$ cat config.mk
export PLATFORM = sky130hd
export DESIGN_NAME = bounded_deque_unit
export DESIGN_NICKNAME = d
export VERILOG_FILES = /design/src/hw/rtl/bdq_pkg.sv /design/src/hw/rtl/bounded_deque_unit.sv
export SDC_FILE = /design/constraint.sdc
export NUM_CORES = 2
export LEC_CHECK = 0
export BUFFER_PORTS_ARGS = -buffer_cell sky130_fd_sc_hd__clkbuf_2
export CORE_MARGIN = 2
export CORE_UTILIZATION = 40
export DETAILED_ROUTE_END_ITERATION = 10
export PLACE_DENSITY = 0.57
export SETUP_SLACK_MARGIN = 0.2
export SLEW_MARGIN = 0
export SYNTH_ARGS = -nofsm -noshare
export SYNTH_HDL_FRONTEND = slang
export SYNTH_SLANG_ARGS = --single-unit
$ cat constraint.sdc
create_clock -name clk -period 13.92 [get_ports clk]
set_input_delay 0.696 -clock clk [delete_from_list [all_inputs] [get_ports clk]]
set_output_delay 0.696 -clock clk [all_outputs]
set_load 0.01 [all_outputs]
$ cat src/hw/rtl/bdq_pkg.sv
// ---------------------------------------------------------------------------
// bdq_pkg
// Types and constants shared by the bounded deque unit.
// ---------------------------------------------------------------------------
package bdq_pkg;

    localparam int BDQ_DEPTH = 64;
    localparam int DATA_W    = 32;
    localparam int OCC_W     = 7;
    localparam int OP_W      = 3;

    typedef enum logic [OP_W-1:0] {
        OP_PUSH_FRONT = 3'd0,
        OP_PUSH_BACK  = 3'd1,
        OP_POP_FRONT  = 3'd2,
        OP_POP_BACK   = 3'd3,
        OP_LIST       = 3'd4
    } op_t;

    typedef enum logic [1:0] {
        STAT_OK    = 2'd0,
        STAT_FULL  = 2'd1,
        STAT_EMPTY = 2'd2
    } status_t;

    typedef enum logic {
        ST_IDLE,
        ST_LIST
    } state_t;

endpackage

$ cat src/hw/rtl/bounded_deque_unit.sv
// ---------------------------------------------------------------------------
// bounded_deque_unit
// Bounded double-ended queue of signed 32-bit values in a circular RAM.
//
//  channel  | dir | tdata (low bit up)               | tuser      | tlast
//  ---------+-----+----------------------------------+------------+------------
//  s_axis   | in  | operand[31:0]                    | op[2:0]    | -
//  m_axis   | out | data[31:0] status[1:0] occ[6:0]  | has_data   | last result
//
//  Push, pop and empty-list transactions: back to back while the output is not stalled.
//  Listing n entries: one entry per cycle while the output is not stalled, paced by the
//  single RAM read port and its registered read; no input taken meanwhile.
//  Reset clears state, indices, count and output valid; output data and the RAM keep no reset.
//  A stalled output holds its result; the next input is taken in the cycle
//  the waiting result leaves.
// ---------------------------------------------------------------------------
module bounded_deque_unit
    import bdq_pkg::*;
#(
    parameter int DEPTH = BDQ_DEPTH
)
(
    input  logic        clk,
    input  logic        rst_n,

    input  logic        s_tvalid,
    output logic        s_tready,
    input  logic [31:0] s_tdata,   // operand[31:0]
    input  logic [2:0]  s_tuser,   // op[2:0]

    output logic        m_tvalid,
    input  logic        m_tready,
    output logic [47:0] m_tdata,   // data[31:0], status[33:32], occupancy[40:34], zero
    output logic        m_tuser,   // has_data
    output logic        m_tlast
);

    localparam int IDX_W = (DEPTH > 1) ? $clog2(DEPTH) : 1;
    localparam int CNT_W = $clog2(DEPTH + 1);
    localparam int SUM_W = ((IDX_W > CNT_W) ? IDX_W : CNT_W) + 1;

    function automatic logic [IDX_W-1:0] wrap_add(input logic [IDX_W-1:0] a,
                                                  input logic [CNT_W-1:0] b);
        logic [SUM_W-1:0] s;
        s = SUM_W'(a) + SUM_W'(b);
        if (s >= SUM_W'(DEPTH))
        begin
            s = s - SUM_W'(DEPTH);
        end
        return s[IDX_W-1:0];
    endfunction

    state_t             state_reg, state_next;
    logic [IDX_W-1:0]   front_reg, front_next;
    logic [CNT_W-1:0]   cnt_reg, cnt_next;
    logic [IDX_W-1:0]   rd_idx_reg, rd_idx_next;
    logic [CNT_W-1:0]   iss_reg, iss_next;
    logic               rd_pend_reg, rd_pend_next;
    logic               pend_last_reg, pend_last_next;
    logic               m_valid_reg, m_valid_next;

    logic [DATA_W-1:0]  m_data_reg, m_data_next;
    status_t            m_status_reg, m_status_next;
    logic [OCC_W-1:0]   m_occ_reg, m_occ_next;
    logic               m_has_reg, m_has_next;
    logic               m_last_reg, m_last_next;

    logic [DATA_W-1:0]  mem [DEPTH];
    logic [DATA_W-1:0]  rd_data_reg;
    logic               mem_we, mem_re;
    logic [IDX_W-1:0]   mem_waddr, mem_raddr;

    logic               out_free, s_acc, move, issue, load, full;
    op_t                op;
    status_t            stat;

    assign out_free = !m_valid_reg || m_tready;
    assign s_tready = (state_reg == ST_IDLE) && out_free;
    assign s_acc    = s_tvalid && s_tready;
    assign op       = op_t'(s_tuser);
    assign full     = (cnt_reg >= CNT_W'(DEPTH));

    always_comb
    begin
        state_next     = state_reg;
        front_next     = front_reg;
        cnt_next       = cnt_reg;
        rd_idx_next    = rd_idx_reg;
        iss_next       = iss_reg;
        rd_pend_next   = rd_pend_reg;
        pend_last_next = pend_last_reg;
        m_valid_next   = m_valid_reg && !m_tready;
        m_data_next    = m_data_reg;
        m_status_next  = m_status_reg;
        m_occ_next     = m_occ_reg;
        m_has_next     = m_has_reg;
        m_last_next    = m_last_reg;
        mem_we         = 1'b0;
        mem_re         = 1'b0;
        mem_waddr      = front_reg;
        mem_raddr      = rd_idx_reg;
        stat           = STAT_OK;
        load           = 1'b0;
        move           = 1'b0;
        issue          = 1'b0;

        unique case (state_reg)
            ST_IDLE:
            begin
                if (s_acc)
                begin
                    load = 1'b1;
                    unique case (op)
                        OP_PUSH_FRONT:
                        begin
                            if (full)
                            begin
                                stat = STAT_FULL;
                            end
                            else
                            begin
                                front_next = (front_reg == '0) ? IDX_W'(DEPTH - 1)
                                                               : front_reg - 1'b1;
                                mem_we     = 1'b1;
                                mem_waddr  = front_next;
                                cnt_next   = cnt_reg + 1'b1;
                            end
                        end
                        OP_PUSH_BACK:
                        begin
                            if (full)
                            begin
                                stat = STAT_FULL;
                            end
                            else
                            begin
                                mem_we    = 1'b1;
                                mem_waddr = wrap_add(front_reg, cnt_reg);
                                cnt_next  = cnt_reg + 1'b1;
                            end
                        end
                        OP_POP_FRONT:
                        begin
                            if (!s_tdata[31] && (s_tdata != '0))
                            begin
                                if (s_tdata > 32'(cnt_reg))
                                begin
                                    stat       = STAT_EMPTY;
                                    front_next = wrap_add(front_reg, cnt_reg);
                                    cnt_next   = '0;
                                end
                                else
                                begin
                                    front_next = wrap_add(front_reg, s_tdata[CNT_W-1:0]);
                                    cnt_next   = cnt_reg - s_tdata[CNT_W-1:0];
                                end
                            end
                        end
                        OP_POP_BACK:
                        begin
                            if (cnt_reg == '0)
                            begin
                                stat = STAT_EMPTY;
                            end
                            else
                            begin
                                cnt_next = cnt_reg - 1'b1;
                            end
                        end
                        OP_LIST:
                        begin
                            if (cnt_reg != '0)
                            begin
                                load           = 1'b0;
                                state_next     = ST_LIST;
                                rd_idx_next    = front_reg;
                                iss_next       = '0;
                                rd_pend_next   = 1'b0;
                                pend_last_next = 1'b0;
                            end
                        end
                        default:
                        begin
                        end
                    endcase
                end
            end
            ST_LIST:
            begin
                move  = rd_pend_reg && out_free;
                issue = (iss_reg != cnt_reg) && (!rd_pend_reg || move);
                if (move)
                begin
                    m_valid_next  = 1'b1;
                    m_data_next   = rd_data_reg;
                    m_has_next    = 1'b1;
                    m_status_next = STAT_OK;
                    m_occ_next    = OCC_W'(cnt_reg);
                    m_last_next   = pend_last_reg;
                    rd_pend_next  = 1'b0;
                    if (pend_last_reg)
                    begin
                        state_next = ST_IDLE;
                    end
                end
                if (issue)
                begin
                    mem_re         = 1'b1;
                    rd_idx_next    = (rd_idx_reg == IDX_W'(DEPTH - 1)) ? '0
                                                                       : rd_idx_reg + 1'b1;
                    iss_next       = iss_reg + 1'b1;
                    pend_last_next = ((iss_reg + 1'b1) == cnt_reg);
                    rd_pend_next   = 1'b1;
                end
            end
            default:
            begin
                state_next = ST_IDLE;
            end
        endcase

        if (load)
        begin
            m_valid_next  = 1'b1;
            m_data_next   = '0;
            m_has_next    = 1'b0;
            m_status_next = stat;
            m_occ_next    = OCC_W'(cnt_next);
            m_last_next   = 1'b1;
        end
    end

    always_ff @(posedge clk or negedge rst_n)
    begin
        if (!rst_n)
        begin
            state_reg     <= ST_IDLE;
            front_reg     <= '0;
            cnt_reg       <= '0;
            rd_idx_reg    <= '0;
            iss_reg       <= '0;
            rd_pend_reg   <= 1'b0;
            pend_last_reg <= 1'b0;
            m_valid_reg   <= 1'b0;
        end
        else
        begin
            state_reg     <= state_next;
            front_reg     <= front_next;
            cnt_reg       <= cnt_next;
            rd_idx_reg    <= rd_idx_next;
            iss_reg       <= iss_next;
            rd_pend_reg   <= rd_pend_next;
            pend_last_reg <= pend_last_next;
            m_valid_reg   <= m_valid_next;
        end
    end

    always_ff @(posedge clk)
    begin
        m_data_reg   <= m_data_next;
        m_status_reg <= m_status_next;
        m_occ_reg    <= m_occ_next;
        m_has_reg    <= m_has_next;
        m_last_reg   <= m_last_next;
    end

    // writes happen only while idle, so a list read never meets a pending write
    always_ff @(posedge clk)
    begin
        if (mem_we)
        begin
            mem[mem_waddr] <= s_tdata;
        end
        if (mem_re)
        begin
            rd_data_reg <= mem[mem_raddr];
        end
    end

    assign m_tvalid = m_valid_reg;
    assign m_tdata  = {7'd0, m_occ_reg, m_status_reg, m_data_reg};
    assign m_tuser  = m_has_reg;
    assign m_tlast  = m_last_reg;

`ifndef SYNTHESIS
    a_cnt_bound: assert property (@(posedge clk) disable iff (!rst_n)
        cnt_reg <= CNT_W'(DEPTH))
        else $error("entry count beyond depth");

    a_iss_bound: assert property (@(posedge clk) disable iff (!rst_n)
        state_reg == ST_LIST |-> iss_reg <= cnt_reg)
        else $error("list reads beyond entry count");

    a_pend_list: assert property (@(posedge clk) disable iff (!rst_n)
        rd_pend_reg |-> state_reg == ST_LIST)
        else $error("read data pending outside listing");

    a_list_count: assert property (@(posedge clk) disable iff (!rst_n)
        state_reg == ST_LIST && $past(state_reg) == ST_LIST |-> $stable(cnt_reg))
        else $error("entry count changed during listing");
`endif

endmodule
==> flow_summary_export.csv <==
group,metric,value,unit
status,status,"complete, no violations",
yosys,synth_area,0.0840,sq mm
sta,clock-skew-final,0.0453,ns
clock_network,cts-buffers-inserted,215,
sta,final.period_utilization,0.396,
setup_path,endpoint_kind,"register",
layout,fill_cells,17400,
sta,rsz0062_at_grt,"false",
setup_path,cp_max_fo,104,
sta,slew_headroom,0.0807,
drt,totalWireLength,234000,um
min_path,hold_depth,1,
yosys,synth_cell_types,79,
floorplan,rows,168,
floorplan,pin_count,91,
setup_path,cp-start-kind,"register",
yosys,netlist_instances,3819,
floorplan,die-width,462,um
sta,hold_viol,0,
sta,maxSlewViolCount,0,
layout,syn_to_final_growth,13.6,%
clock_network,h-tree-depth,4,
layout,final_cell_mix,"edfxtp_1 (2,089), mux4_2 (596), clkbuf_16 (215)",
yosys,yosysTopAreaCell,"edfxtp_1",
global_routing,grtUsageTotal,0.221,
yosys,syn_avg_cell_area,22.0,sq um
drt,ant_nets,0,
layout,drive_above_1_share,0.286,
layout,regArea,0.0642,sq mm
power,leakage,29.7,nW
sta,period_minus_slack,5.51,ns
clock_network,cts_tree,"built",
layout,layout_commonest_cell,"edfxtp_1",
drt,routed_via_density,5.86,
layout,nets,4132,
yosys,ys_seq_area_frac,0.764,
setup_path,worstSetupPathType,"register to register",
floorplan,start_util,0.401,
global_routing,antenna_found_initial,14,
sta,max_freq,182,MHz
clock_network,clk_pin_slew,0.06,ns
floorplan,dieArea,0.214,sq mm
clock_network,clock_latency,0.88,ns
placed_design,dpl_worst_slack,8.43,ns
clock_network,cts_buffer_depth,3,
placed_design,gp_congestion,0.827,
placed_design,hpwl,125000,um
sta,setup_ws,8.41,ns
setup_path,worst_ep_required_time,14.54,ns
drt,drc,0,
placed_design,place_area,0.0886,sq mm
sta,setup_violations,0,
power,power.density,187,mW/mm^2
placed_design,numPortBuffers,83,
global_routing,grt_pass1_wl,328000,um
drt,vias,41300,
layout,final_design_area_no_fill,0.0953,sq mm
clock_network,cts.sinks,2153,
layout,fin_util,0.456,
setup_path,crit_arrival,6.13,ns
sta,tns,0,ns
yosys,ys_warn_count,0,
job,cap_violations,0,
clock_network,postCtsHoldBufs,1,
yosys,yosysTopAreaCellShare,0.747,
min_path,min_path_type,"input pin to register",
drt,drtIter0Drc,5708,
layout,multi_input_area,0.0193,sq mm
floorplan,die_h,462,um
floorplan,core-area,0.209,sq mm
yosys,synth_edf_count,2089,
drt,wire_per_inst,33.3,um
sta,tightest_slew,1.37,ns
global_routing,gr-total-overflow,0,
layout,largest_register_ffs,2048,
clock_network,cts.repair.resized,0,
drt,dr.pass1.iters,6,
yosys,ys_ff_latch,2153,
clock_network,clk_root_buffer_cell,"clkbuf_16",
global_routing,grt_pass1_vias,41400,
yosys,synth_area_leaders,"edfxtp_1 (75%), mux4_2 (16%), dfrtp_1 (0.89%)",
global_routing,grt_max_degree,105,
yosys,ys_async_sr_fraction,0.0139,
power,peakVddDrop,161,uV
clock_network,cts_setup_buffers,0,
yosys,ys.flop_type,"edfxtp_1",
setup_path,reg2reg_depth,9,
metrics by stage:
step / hold slack [ns] / power, W / std cells
finish: 0.155 / 0.0178 / 7047
global route: 0.127 / 0.0185 / 7046
CTS: 0.0905 / 0.0180 / 7046
detailed placement: 0.449 / 0.0125 / 6647
global placement: 0.444 / 0.0125 / 6646
floorplan: 0.400 / 0.0107 / 3825
cell families after synthesis:
family | count (synthesis) | synth area share
flip-flops | 2153 | 0.764
multiplexers | 672 | 0.169
AND/OR/NAND/NOR | 405 | 0.0231
AO/OA/AOI/OAI | 288 | 0.0230
buffers and inverters | 238 | 0.0125
adder cells (fa/ha/maj) | 33 | 0.00519
XOR/XNOR | 29 | 0.00303
other | 1 | 0.0000447
report_power, final:
part	internal, W	switching (W)	total (W)
Sequential	0.00729	0.000230	0.00752
Combinational	0.00212	0.00264	0.00476
Clock	0.00307	0.00248	0.00555
Total	0.0125	0.00535	0.0178
synth_stat cells, drive strengths merged (3+ instances only):
| cell | instances |
|---|---|
| nor3b | 3 |
| nor2 | 103 |
| or4 | 6 |
| a21oi | 64 |
| nand2 | 114 |
| a211o | 3 |
| nor4 | 12 |
| o31ai | 4 |
| xor2 | 15 |
| nor2b | 14 |
| mux2 | 3 |
| a22oi | 43 |
| a211oi | 5 |
| edfxtp | 2089 |
| a22o | 3 |
| or2 | 8 |
| and3 | 6 |
| nand4 | 12 |
| a41oi | 3 |
| dfrtp | 30 |
| o22ai | 50 |
| a31oi | 7 |
| buf | 115 |
| mux2i | 73 |
| dfxtp | 34 |
| mux4 | 596 |
| o22a | 3 |
| nand3 | 43 |
| a21o | 7 |
| clkbuf | 97 |
| xnor2 | 14 |
| nor3 | 38 |
| o211ai | 32 |
| o21ai | 41 |
| ha | 30 |
| inv | 25 |
| nand2b | 30 |
| or3 | 4 |
| nand3b | 5 |
| fa | 3 |
routing by layer:
metal | GRT usage | share of wire
met1 | 0.308 | 0.41
met2 | 0.357 | 0.48
met3 | 0.0381 | 0.080
met4 | 0.0665 | 0.029
met5 | 0 | 0.00021
critical path, cell delays in order (launching register included):
cell and delay, ns:
dfrtp_4 0.76, buf_12 0.57, buf_4 0.82, buf_4 0.80
mux4_2 0.59, nand2b_1 0.16, a32oi_1 0.57, nand2_1 0.32
o22ai_1 0.26, nor2_1 0.07
area by class of cell:
cell class,instances,share of cell area
Sequential cell,2153,0.673
Clock inverter,109,0.0102
Tap cell,2805,0.0368
Timing Repair Buffer,230,0.0165
Inverter,26,0.00102
Antenna cell,1,0.0000262
Multi-Input combinational cell,1434,0.202
Clock buffer,289,0.0601
final timing paths:
path / startpoint / to / slack (ns)
worst min register to register: m_data_reg[27] / m_data_reg[27] / 0.45
worst max-delay path: mem_raddr[1] / rd_data_reg[30] / 8.41
worst max register to register: mem_raddr[1] / rd_data_reg[30] / 8.41
worst min-delay path: s_tdata[21] / mem[10][21] / 0.16
max in group asynchronous: rst_n / mem_raddr[2] / 12.79
min in group asynchronous: rst_n / front_reg[5] / 0.50
Note: power is estimated with default switching activity, not from simulation.
